===== config.mk =====
export PLATFORM = sky130hd
export DESIGN_NAME = sony_ir_pulse_decoder_top
export DESIGN_NICKNAME = d
export VERILOG_FILES = /design/src/hw/rtl/sipd_pkg.sv /design/src/hw/rtl/sony_ir_pulse_decoder_top.sv /design/src/hw/rtl/sipd_fifo.sv /design/src/hw/rtl/sipd_front.sv /design/src/hw/rtl/sipd_back.sv
export SDC_FILE = /design/constraint.sdc
export NUM_CORES = 1
export LEC_CHECK = 0
export BUFFER_PORTS_ARGS = -buffer_cell sky130_fd_sc_hd__buf_4
export CAP_MARGIN = 20
export CORE_MARGIN = 5
export CORE_UTILIZATION = 35
export CTS_CLUSTER_SIZE = 40
export DETAILED_ROUTE_END_ITERATION = 12
export GPL_ROUTABILITY_DRIVEN = 0
export PLACE_DENSITY = 0.47
export SYNTH_ARGS = -nofsm -noshare
export SYNTH_HDL_FRONTEND = slang
export SYNTH_HIERARCHICAL = 1
export SYNTH_SLANG_ARGS = --single-unit

===== constraint.sdc =====
create_clock -name clk -period 6.82 [get_ports clk]
set_input_delay 0.341 -clock clk [delete_from_list [all_inputs] [get_ports clk]]
set_output_delay 0.341 -clock clk [all_outputs]
set_load 0.1 [all_outputs]

===== src/hw/rtl/sipd_pkg.sv =====
package sipd_pkg;

	localparam int DURATION_BITS_DEF = 15;
	localparam int MARGIN_BITS       = 15;
	localparam int CMD_BITS          = 7;
	localparam int ADDR_BITS         = 13;
	localparam int COUNT_BITS        = 5;
	localparam int TOTAL_BITS        = COUNT_BITS + 1;
	localparam int COUNT_MAX         = (1 << COUNT_BITS) - 1;
	localparam int REPEAT_WORDS      = 2;
	localparam int VARIANT_BITS      = 2;
	localparam int CFG_INDEX_BITS    = 3;
	localparam int NUM_TIMINGS       = 4;
	localparam int QUEUE_DEPTH       = 2;

	// slots of the timing register bank
	localparam int TIM_LEADER = 0;
	localparam int TIM_REPEAT = 1;
	localparam int TIM_ZERO   = 2;
	localparam int TIM_ONE    = 3;

	typedef enum logic [CFG_INDEX_BITS-1:0] {
		REG_FRAME_VARIANT = 3'd0,
		REG_INVERT_LEVELS = 3'd1,
		REG_TOLERANCE     = 3'd2,
		REG_LEADER_TIMING = 3'd3,
		REG_REPEAT_TIMING = 3'd4,
		REG_ZERO_TIMING   = 3'd5,
		REG_ONE_TIMING    = 3'd6
	} reg_index_t;

	typedef enum logic [VARIANT_BITS-1:0] {
		VAR_12BIT = 2'd0,
		VAR_15BIT = 2'd1,
		VAR_20BIT = 2'd2
	} variant_t;

	typedef enum logic [1:0] {
		ST_DATA    = 2'd0,
		ST_REPEAT  = 2'd1,
		ST_BAD_LEN = 2'd2,
		ST_HDR_ERR = 2'd3
	} status_t;

	// one classified pulse word
	typedef struct packed {
		logic leader_hit;
		logic repeat_hit;
		logic bit_val;
		logic last;
	} word_class_t;

	typedef struct packed {
		status_t              status;
		logic [ADDR_BITS-1:0] address;
		logic [CMD_BITS-1:0]  command;
		logic                 is_repeat;
	} result_t;

	// total words of a data frame, zero where the variant has none
	function automatic logic [TOTAL_BITS-1:0] frame_words(logic [VARIANT_BITS-1:0] v);
		case (v)
			VAR_12BIT: return TOTAL_BITS'(CMD_BITS + 5 + 1);
			VAR_15BIT: return TOTAL_BITS'(CMD_BITS + 8 + 1);
			VAR_20BIT: return TOTAL_BITS'(CMD_BITS + 13 + 1);
			default:   return '0;
		endcase
	endfunction

	function automatic logic [ADDR_BITS-1:0] addr_mask(logic [VARIANT_BITS-1:0] v);
		case (v)
			VAR_12BIT: return ADDR_BITS'((1 << 5) - 1);
			VAR_15BIT: return ADDR_BITS'((1 << 8) - 1);
			VAR_20BIT: return ADDR_BITS'((1 << 13) - 1);
			default:   return '0;
		endcase
	endfunction

endpackage


===== src/hw/rtl/sony_ir_pulse_decoder_top.sv =====
// ir pulse decoder: classifies pulse words and assembles frames
// throughput: one pulse word per cycle, as long as results are popped
// path: the last word of a frame is registered in the classify stage, then in the word queue;
// the frame assembler then writes the result into a 2-deep result queue that drives the result ports
// reset: arst_n clears the registers, the frame state, saved address/command and both queues
module sony_ir_pulse_decoder_top import sipd_pkg::*; #(
	parameter int DURATION_BITS = DURATION_BITS_DEF
) (
	input  logic                       clk,
	input  logic                       arst_n,
	input  logic                       push,
	output logic                       full,
	input  logic                       first_level,
	input  logic [DURATION_BITS-1:0]   first_ticks,
	input  logic                       second_level,
	input  logic [DURATION_BITS-1:0]   second_ticks,
	input  logic                       last_word,
	output logic                       empty,
	input  logic                       pop,
	output logic [1:0]                 status,
	output logic [ADDR_BITS-1:0]       address,
	output logic [CMD_BITS-1:0]        command,
	output logic                       is_repeat,
	input  logic                       cfg_valid,
	output logic                       cfg_ready,
	input  logic [CFG_INDEX_BITS-1:0]  cfg_index,
	input  logic [2*DURATION_BITS-1:0] cfg_data
);

	localparam int TW = 2 * DURATION_BITS;

	logic [VARIANT_BITS-1:0]         variant_q;
	logic                            invert_q;
	logic [MARGIN_BITS-1:0]          margin_q;
	logic [NUM_TIMINGS-1:0][TW-1:0]  timing_q;

	logic        word_valid;
	word_class_t word_s1;
	logic        word_full;
	logic        mid_valid;
	word_class_t mid_word;
	logic        mid_pop;
	logic        out_full;
	logic        res_valid;
	result_t     res;
	result_t     out_word;
	logic        out_valid;

	assign cfg_ready = 1'b1;

	always_ff @(posedge clk or negedge arst_n) begin
		if (!arst_n) begin
			variant_q <= '0;
			invert_q  <= 1'b0;
			margin_q  <= '0;
			timing_q  <= '0;
		end else if (cfg_valid && cfg_ready) begin
			case (cfg_index)
				REG_FRAME_VARIANT: variant_q <= cfg_data[VARIANT_BITS-1:0];
				REG_INVERT_LEVELS: invert_q <= cfg_data[0];
				REG_TOLERANCE:     margin_q <= cfg_data[MARGIN_BITS-1:0];
				REG_LEADER_TIMING: timing_q[TIM_LEADER] <= cfg_data;
				REG_REPEAT_TIMING: timing_q[TIM_REPEAT] <= cfg_data;
				REG_ZERO_TIMING:   timing_q[TIM_ZERO] <= cfg_data;
				REG_ONE_TIMING:    timing_q[TIM_ONE] <= cfg_data;
				default: ;
			endcase
		end
	end

	sipd_front #(
		.DURATION_BITS(DURATION_BITS)
	) u_front (
		.clk          (clk),
		.arst_n       (arst_n),
		.push         (push),
		.full         (full),
		.first_level  (first_level),
		.first_ticks  (first_ticks),
		.second_level (second_level),
		.second_ticks (second_ticks),
		.last_word    (last_word),
		.invert_levels(invert_q),
		.tolerance    (margin_q),
		.timings      (timing_q),
		.word_valid   (word_valid),
		.word         (word_s1),
		.word_ready   (!word_full)
	);

	sipd_fifo #(
		.WIDTH($bits(word_class_t)),
		.DEPTH(QUEUE_DEPTH)
	) u_word_q (
		.clk   (clk),
		.arst_n(arst_n),
		.push  (word_valid),
		.wdata (word_s1),
		.full  (word_full),
		.pop   (mid_pop),
		.rdata (mid_word),
		.valid (mid_valid)
	);

	sipd_back u_back (
		.clk          (clk),
		.arst_n       (arst_n),
		.word_valid   (mid_valid),
		.word         (mid_word),
		.word_pop     (mid_pop),
		.frame_variant(variant_q),
		.out_full     (out_full),
		.res_valid    (res_valid),
		.res          (res)
	);

	sipd_fifo #(
		.WIDTH($bits(result_t)),
		.DEPTH(QUEUE_DEPTH)
	) u_res_q (
		.clk   (clk),
		.arst_n(arst_n),
		.push  (res_valid),
		.wdata (res),
		.full  (out_full),
		.pop   (pop),
		.rdata (out_word),
		.valid (out_valid)
	);

	assign empty     = !out_valid;
	assign status    = out_word.status;
	assign address   = out_word.address;
	assign command   = out_word.command;
	assign is_repeat = out_word.is_repeat;

`ifndef SYNTHESIS
	a_repeat_flag: assert property (@(posedge clk) disable iff (!arst_n)
		!empty |-> (is_repeat == (status == ST_REPEAT)))
		else $error("is_repeat disagrees with status");

	a_error_zero: assert property (@(posedge clk) disable iff (!arst_n)
		(!empty && (status == ST_BAD_LEN || status == ST_HDR_ERR)) |->
		(address == '0 && command == '0))
		else $error("error result carries address or command");

	a_no_overflow: assert property (@(posedge clk) disable iff (!arst_n)
		res_valid |-> !out_full)
		else $error("result produced into a full result queue");

	a_pop_has_word: assert property (@(posedge clk) disable iff (!arst_n)
		mid_pop |-> mid_valid)
		else $error("frame assembler consumed a missing word");
`endif

endmodule


===== src/hw/rtl/sipd_fifo.sv =====
module sipd_fifo import sipd_pkg::*; #(
	parameter int WIDTH = 4,
	parameter int DEPTH = QUEUE_DEPTH
) (
	input  logic             clk,
	input  logic             arst_n,
	input  logic             push,
	input  logic [WIDTH-1:0] wdata,
	output logic             full,
	input  logic             pop,
	output logic [WIDTH-1:0] rdata,
	output logic             valid
);

	localparam int PTR_W = (DEPTH > 1) ? $clog2(DEPTH) : 1;
	localparam int CNT_W = $clog2(DEPTH + 1);

	logic [WIDTH-1:0] mem_q [DEPTH];
	logic [PTR_W-1:0] wr_ptr_q;
	logic [PTR_W-1:0] rd_ptr_q;
	logic [CNT_W-1:0] count_q;
	logic             do_push;
	logic             do_pop;

	assign full    = (count_q == CNT_W'(DEPTH));
	assign valid   = (count_q != '0);
	assign do_push = push && !full;
	assign do_pop  = pop && valid;
	assign rdata   = mem_q[rd_ptr_q];

	always_ff @(posedge clk) begin
		if (do_push) begin
			mem_q[wr_ptr_q] <= wdata;
		end
	end

	always_ff @(posedge clk or negedge arst_n) begin
		if (!arst_n) begin
			wr_ptr_q <= '0;
			rd_ptr_q <= '0;
			count_q  <= '0;
		end else begin
			if (do_push) begin
				wr_ptr_q <= (wr_ptr_q == PTR_W'(DEPTH - 1)) ? '0 : wr_ptr_q + 1'b1;
			end
			if (do_pop) begin
				rd_ptr_q <= (rd_ptr_q == PTR_W'(DEPTH - 1)) ? '0 : rd_ptr_q + 1'b1;
			end
			if (do_push && !do_pop) begin
				count_q <= count_q + 1'b1;
			end else if (do_pop && !do_push) begin
				count_q <= count_q - 1'b1;
			end
		end
	end

endmodule


===== src/hw/rtl/sipd_front.sv =====
module sipd_front import sipd_pkg::*; #(
	parameter int DURATION_BITS = DURATION_BITS_DEF
) (
	input  logic                                          clk,
	input  logic                                          arst_n,
	input  logic                                          push,
	output logic                                          full,
	input  logic                                          first_level,
	input  logic [DURATION_BITS-1:0]                      first_ticks,
	input  logic                                          second_level,
	input  logic [DURATION_BITS-1:0]                      second_ticks,
	input  logic                                          last_word,
	input  logic                                          invert_levels,
	input  logic [MARGIN_BITS-1:0]                        tolerance,
	input  logic [NUM_TIMINGS-1:0][2*DURATION_BITS-1:0]   timings,
	output logic                                          word_valid,
	output word_class_t                                   word,
	input  logic                                          word_ready
);

	localparam int TW = 2 * DURATION_BITS;
	localparam int CW = ((DURATION_BITS > MARGIN_BITS) ? DURATION_BITS : MARGIN_BITS) + 1;

	logic        valid_s1;
	word_class_t word_s1;
	word_class_t cls;

	// strict open window, never matches when the margin exceeds the target
	function automatic logic in_window(logic [DURATION_BITS-1:0] raw,
			logic [DURATION_BITS-1:0] target, logic [MARGIN_BITS-1:0] m);
		logic [CW-1:0] r_e;
		logic [CW-1:0] t_e;
		logic [CW-1:0] m_e;
		r_e = CW'(raw);
		t_e = CW'(target);
		m_e = CW'(m);
		return (m_e <= t_e) && (r_e > (t_e - m_e)) && (r_e < (t_e + m_e));
	endfunction

	function automatic logic word_match(logic [TW-1:0] timing);
		return (first_level == invert_levels) && (second_level != invert_levels) &&
			in_window(first_ticks, timing[TW-1:DURATION_BITS], tolerance) &&
			in_window(second_ticks, timing[DURATION_BITS-1:0], tolerance);
	endfunction

	always_comb begin
		cls.leader_hit = word_match(timings[TIM_LEADER]);
		cls.repeat_hit = word_match(timings[TIM_REPEAT]);
		// a zero match wins over a one match
		cls.bit_val    = !word_match(timings[TIM_ZERO]) && word_match(timings[TIM_ONE]);
		cls.last       = last_word;
	end

	assign full       = valid_s1 && !word_ready;
	assign word_valid = valid_s1;
	assign word       = word_s1;

	always_ff @(posedge clk or negedge arst_n) begin
		if (!arst_n) begin
			valid_s1 <= 1'b0;
		end else if (!full) begin
			valid_s1 <= push;
		end
	end

	always_ff @(posedge clk) begin
		if (push && !full) begin
			word_s1 <= cls;
		end
	end

endmodule


===== src/hw/rtl/sipd_back.sv =====
module sipd_back import sipd_pkg::*; (
	input  logic                    clk,
	input  logic                    arst_n,
	input  logic                    word_valid,
	input  word_class_t             word,
	output logic                    word_pop,
	input  logic [VARIANT_BITS-1:0] frame_variant,
	input  logic                    out_full,
	output logic                    res_valid,
	output result_t                 res
);

	logic [COUNT_BITS-1:0] count_q;
	logic                  leader_q;
	logic                  repeat_q;
	logic [CMD_BITS-1:0]   cmd_q;
	logic [ADDR_BITS-1:0]  addr_q;
	logic [ADDR_BITS-1:0]  saved_addr_q;
	logic [CMD_BITS-1:0]   saved_cmd_q;

	logic [COUNT_BITS-1:0] count_nxt;
	logic                  leader_nxt;
	logic                  repeat_nxt;
	logic [CMD_BITS-1:0]   cmd_nxt;
	logic [ADDR_BITS-1:0]  addr_nxt;
	logic [TOTAL_BITS-1:0] total;
	logic [TOTAL_BITS-1:0] data_words;
	logic                  save_en;

	assign word_pop  = word_valid && !out_full;
	assign res_valid = word_pop && word.last;

	always_comb begin
		leader_nxt = leader_q;
		repeat_nxt = repeat_q;
		cmd_nxt    = cmd_q;
		addr_nxt   = addr_q;
		if (count_q == '0) begin
			leader_nxt = word.leader_hit;
			repeat_nxt = word.repeat_hit;
		end
		// lsb first: command bits, then address bits; later words only count
		for (int i = 0; i < CMD_BITS; i++) begin
			if (count_q == COUNT_BITS'(i + 1)) begin
				cmd_nxt[i] = cmd_q[i] | word.bit_val;
			end
		end
		for (int i = 0; i < ADDR_BITS; i++) begin
			if (count_q == COUNT_BITS'(CMD_BITS + 1 + i)) begin
				addr_nxt[i] = addr_q[i] | word.bit_val;
			end
		end
		count_nxt = (count_q == COUNT_BITS'(COUNT_MAX)) ? count_q : count_q + 1'b1;
	end

	always_comb begin
		total         = TOTAL_BITS'(count_q) + 1'b1;
		data_words    = frame_words(frame_variant);
		res.status    = ST_BAD_LEN;
		res.address   = '0;
		res.command   = '0;
		res.is_repeat = 1'b0;
		save_en       = 1'b0;
		if ((data_words != '0) && (total == data_words)) begin
			if (leader_nxt) begin
				res.status  = ST_DATA;
				res.address = addr_nxt & addr_mask(frame_variant);
				res.command = cmd_nxt;
				save_en     = 1'b1;
			end else begin
				res.status = ST_HDR_ERR;
			end
		end else if (total == TOTAL_BITS'(REPEAT_WORDS)) begin
			if (repeat_nxt) begin
				res.status    = ST_REPEAT;
				res.address   = saved_addr_q;
				res.command   = saved_cmd_q;
				res.is_repeat = 1'b1;
			end else begin
				res.status = ST_HDR_ERR;
			end
		end
	end

	always_ff @(posedge clk or negedge arst_n) begin
		if (!arst_n) begin
			count_q      <= '0;
			leader_q     <= 1'b0;
			repeat_q     <= 1'b0;
			cmd_q        <= '0;
			addr_q       <= '0;
			saved_addr_q <= '0;
			saved_cmd_q  <= '0;
		end else if (word_pop) begin
			if (word.last) begin
				count_q  <= '0;
				leader_q <= 1'b0;
				repeat_q <= 1'b0;
				cmd_q    <= '0;
				addr_q   <= '0;
				if (save_en) begin
					saved_addr_q <= res.address;
					saved_cmd_q  <= res.command;
				end
			end else begin
				count_q  <= count_nxt;
				leader_q <= leader_nxt;
				repeat_q <= repeat_nxt;
				cmd_q    <= cmd_nxt;
				addr_q   <= addr_nxt;
			end
		end
	end

endmodule

== Word level (Yosys, flattened, before mapping) ==
Memories as Yosys holds them, arrays and structs flattened.
Index checks and enable logic that the tools add are counted.
Word-level totals
  flip-flop bits (word level): 198
  latch bits: 0
  memory bits (writable): 54
  memory bits (read-only): 0
  bits of input ports: 71
  output and inout port bits: 26
  word-level logic and storage cells: 252
  memories kept: 2
Memory list
  u_res_q.mem_q: words 2, bits a word 23, read ports 1, clocked after memory_dff 0, write ports 1, line sipd_fifo.sv:18  | logic [WIDTH-1:0] mem_q [DEPTH];
  u_word_q.mem_q: words 2, bits a word 4, read ports 1, clocked after memory_dff 0, write ports 1, line sipd_fifo.sv:18
Operators by class
  add/subtract/negate cells: 26
  multipliers: 0
  div/mod/pow operators: 0
  magnitude comparators: 24
  equal/unequal tests: 36
  shifts and indexed selects: 0
  muxes and demuxes: 53
  bitwise logic cells: 21
  reduce and logical (&&, ||, !) cells: 65
Operators by type and width (number)
  15-bit by 15-bit adder with 16-bit output: 8
  15-bit by 16-bit greater-than comparator with 1-bit output: 8
  15-bit by 16-bit < comparator with 1-bit output: 8
  15-bit by 15-bit subtractor with 16-bit output: 8
  15-bit <= comparator: 8
  5-bit by 4-bit equality test with 1-bit output (second input constant): 8
  1-bit logical AND: 39
  13-bit 2-to-1 mux: 3
  13-bit one-hot mux with 3 select lines: 1
  1-bit 2-to-1 mux: 35
  5-bit equality test (second input constant): 6
  23-bit 2-to-1 mux: 1
  22-bit 2-to-1 mux: 1
  21-bit 2-to-1 mux: 1
  5-bit by 3-bit equality test with 1-bit output (second input constant): 4
  20-bit 2-to-1 mux: 1
  1-bit bitwise OR: 20
  2-bit AND reduction: 8
  5-bit one-hot mux with 3 select lines: 1
  13-bit AND: 1
  2-bit 2-to-1 mux: 6
  5-bit by 2-bit equality test with 1-bit output (second input constant): 2
  5-bit 2-to-1 mux: 2
  3-bit equality test (second input constant): 3
  other kinds (23): 42

== Longest topological paths before layout ==
  depth in word-level cells: 9
  gate-level depth with buffers: 20
  mapped depth without buffers: 20

== Modules after synthesis ==
Netlist, hierarchy kept.
By module, submodules not included
  sipd_front: times used 1, cells an instance 2130, area each 16158.0 sq um, seq. area each 145.1 sq um
  sony_ir_pulse_decoder_top: times used 1, cells an instance 301, area each 5246.3 sq um, seq. area each 3453.3 sq um
  sipd_back: times used 1, cells an instance 287, area each 2880.3 sq um, seq. area each 1176.1 sq um
  sipd_fifo at u_res_q: times used 1, cells an instance 91, area each 1963.1 sq um, seq. area each 1481.4 sq um
  sipd_fifo at u_word_q: times used 1, cells an instance 31, area each 503.0 sq um, seq. area each 340.3 sq um

== Worst setup path after synthesis ==
No wires, ideal clock.
  path kind: flip-flop to flip-flop
  start: register margin_q[1]
  end: register, netlist name u_front/word[1]
  library setup time: 278 ps
  data arrival time: 4862 ps
  required time: 6542 ps
  setup slack: 1680 ps
  cell stages (with the launch flop): 20
  buffers on the path: 0
  clock period less this slack: 5140 ps
  cells stage by stage: dfrtp_1 > inv_1 > ha_1 > nor2b_1 > o31a_1 > o41a_1 > a41oi_2 > a21oi_2 > a21o_1 > a21oi_1 > xor2_1 > ha_1 > o211ai_1 > a22oi_1 > o21ai_0 > or4_1 > nor4_2 > o211ai_1 > a211oi_2 > a2111oi_2
RTL lines
  start: declaration: line sony_ir_pulse_decoder_top.sv:34  | logic [MARGIN_BITS-1:0] margin_q;
  start signal: assignment: line sony_ir_pulse_decoder_top.sv:61  | REG_TOLERANCE: margin_q <= cfg_data[MARGIN_BITS-1:0];

==> run metrics <==
Layout area overhead=10.45%; status=finished clean; GRT Overall Usage=0.2136; top-area cell type share of the netlist area=0.2268; predominant post-synthesis flop cell=dfrtp_1; Power Internal=6.569 mW; met1 usage=0.2745; ys async rst share=0.7698; sequential share of the synthesized area=0.2466; largest area contributor in the netlist=ha_1; R2R Path Start=margin_q[3]; Finished Layout Cells=3905; Post-Syn Area=between 20000 and 30000 sq um; fin crit share=0.8487; CP Max Fanout=10; vias per inst=5.694; Mapped Nets=3412; Yosys warnings=6; synth cell count leaders=485 x ha_1, 229 x a21oi_1, 194 x dfrtp_1, 186 x nor2_1, 179 x inv_1; endpoints failing hold=0; CP arrival=between 6000 and 7000 ps; CP Capture Type=register; most common cell in the netlist=ha_1; DRT iter0 DRCs=1327; DRC Markers=0; Layout Nets=roughly 3.5k; met2 Usage GRT=0.3768; Mapped Cells=2840; synth unique cells=102; number of synthesized register bits=approximately 250; largest net degree at the start of global routing=76; height of the die=286.5 um; max-slew violation count=0; routed vias=22.24k; fin util=0.3897; io pins=97; cell area after layout=29550 sq um; PortBufs=95; Avg WL per Cell=about 23 um; CTS Sinks=252; clock network fraction of total power=0.128; first-pass GRT wire length=about 140 mm; sequential share of power=0.166; Worst Setup Slack, final=roughly 1000 ps; clk slew on worst S/H paths=70 ps; CTS tree=done; Core Footprint=75820 sq um; gr ovfl total=0; startpoint types=register; Clock Path Buffers=3; fraction of layout cells with a size suffix above 1=0.1356; Clk Latency, worst-skew pair=610 ps; # placed instances=3827; diode count=0; slew at the pin closest to its max-slew limit=1101 ps; DP HPWL=71.92 mm; Max Cap Viol=0; number of synthesized flops with an enable pin=58; worst min path class=in2reg; Peak VDD IR=0.2415 mV; Setup Viol. Count Final=0; Final min period=5788 ps; initial antenna violation count=1; LEAKAGE=13.34 nW; Max Clock Freq=0.1728 GHz; Post-DP Area=28300 sq um; First-pass DRT Iterations=7; Sw Ratio=0.5054; final WL=90.59 mm; die footprint=just over 80000 sq um; worst relative slew slack=0.2642; Place WS=around 1100 ps; worst min-delay path startpoint=cfg_data[28]; Synth area leaders=ha_1 23%, dfrtp_1 18%, edfxtp_1 6.5%; Critical Path Source=margin_q[3]; Initial Util=0.3528; Setup TNS=0 ps; cell row count=101; Comb power frac=0.706; power per cell area=449.5 nW/um^2; total CTS buffers=31; number of global-route vias before repair=23.12k; unrepaired setup endpoints after global routing=false; Die W=around 290 um; worst endpoint required time=7160 ps; Root Buffer=clkbuf_16; GRT busiest layer=met2; Final ANT Viol Nets=0; number of fillers in the final layout=7580; WS Path Type=reg2reg; Net Switching=approximately 6.7 mW; GR Util met3=0.02288; mean post-synth cell area=9.419 sq um; Clock Skew=approximately 30 ps; H-tree depth=1
==> timing repair <==
item / in CTS / in global routing
setup endpoints to repair: 0 / 0
hold buffers: 20 / 0
buffers inserted: 0 / 0
endpoints found under the hold margin: 133 / 0
gates resized for setup: 0 / 0
==> cells by family after synthesis <==
family          synth area share
compound gates            0.1752
xor+xnor                 0.06805
fa+ha+maj                 0.2388
buf+inv                  0.04920
flops                     0.2466
mux                      0.09289
other cells            0.0001402
simple gates              0.1291
==> area by class of cell <==
class	instances	area (sq um)	area share
Clock buffer	36	804.5	0.02723
Clock inverter	20	224.0	0.007580
Inverter	181	679.4	0.02299
Multi-Input combinational cell	2292	18860	0.6383
Sequential cell	252	6596	0.2233
Tap cell	978	1224	0.04142
Timing Repair Buffer	146	1159	0.03921
==> flip-flops by register name (all words and copies together) (netlist names), 2 cells and up <==
signal and count:
u_res_q/mem_q 46, u_back/count_q 5, u_word_q/count_q 2, u_back/addr_q 13, margin_q 15, timing_q 120
u_res_q/count_q 2, u_back/saved_cmd_q 7, u_front/word 4, variant_q 2, u_word_q/mem_q 8, u_back/cmd_q 7
u_back/saved_addr_q 13
==> cells in the final DEF, fill, tap and decap left out, types with 56 or more instances in the layout <==
cell type,Yosys,routed
ha_1,485,485
a21oi_1,229,229
dfrtp_1,194,194
nor2_1,186,185
inv_1,179,179
xnor2_1,144,144
mux2_2,132,132
nand2_1,130,130
buf_4,10,122
o21ai_0,112,112
nor3_1,64,64
xor2_1,62,62
a21o_1,59,59
edfxtp_1,58,58
nand2b_1,56,56
==> path summary, 6_finish.rpt <==
| kind | to | slack [ps] | cells past startpoint |
|---|---|---|---|
| setup / recovery | u_front/word[3] | 1030 | 16 |
| hold / removal | timing_q[118] | 40 | 2 |
| setup reg to reg | u_front/word[3] | 1030 | 16 |
| hold reg to reg | u_word_q/mem_q[1][0] | 450 | 0 |
| max in group asynchronous | timing_q[44] | 5020 | 3 |
| min in group asynchronous | u_back/saved_addr_q[0] | 360 | 2 |
==> routing by layer <==
layer | up-vias | wire length [um]
li1 | 10470 | -
met4 | 0 | 2966
met1 | 11070 | 39840
met5 | - | 0
met2 | 567 | 43910
met3 | 133 | 3877
==> through the flow <==
step	power [mW]	hold WS (ps)
after floorplan	8.967	45.41
after global placement	11.36	409.6
after detailed placement	11.49	407.8
after CTS	13.28	1.629
after global routing	14.36	10.07
final	13.28	42.76
==> power groups by stage <==
stage	logic (mW)	registers, mW	clock network (mW)
after CTS	9.31	2.21	1.76
after floorplan	6.83	2.13	0
final	9.37	2.21	1.70
after detailed placement	9.24	2.24	0
after global placement	9.13	2.23	0
after global routing	10.3	2.25	1.83
==> worst max-delay path, cell delays in order (launching register included) <==
cell and delay (ps):
dfrtp_1 590, inv_1 340, ha_1 650, a221oi_1 130, o41ai_1 620, o211ai_1 330, a211o_1 370, xor2_1 150
ha_1 290, nand2_1 50, nor3_1 340, o211ai_1 140, a21oi_1 260, o2111ai_1 160, o21ai_0 720, a211oi_1 190
o311a_1 150
(Power assumes the default switching activity.)
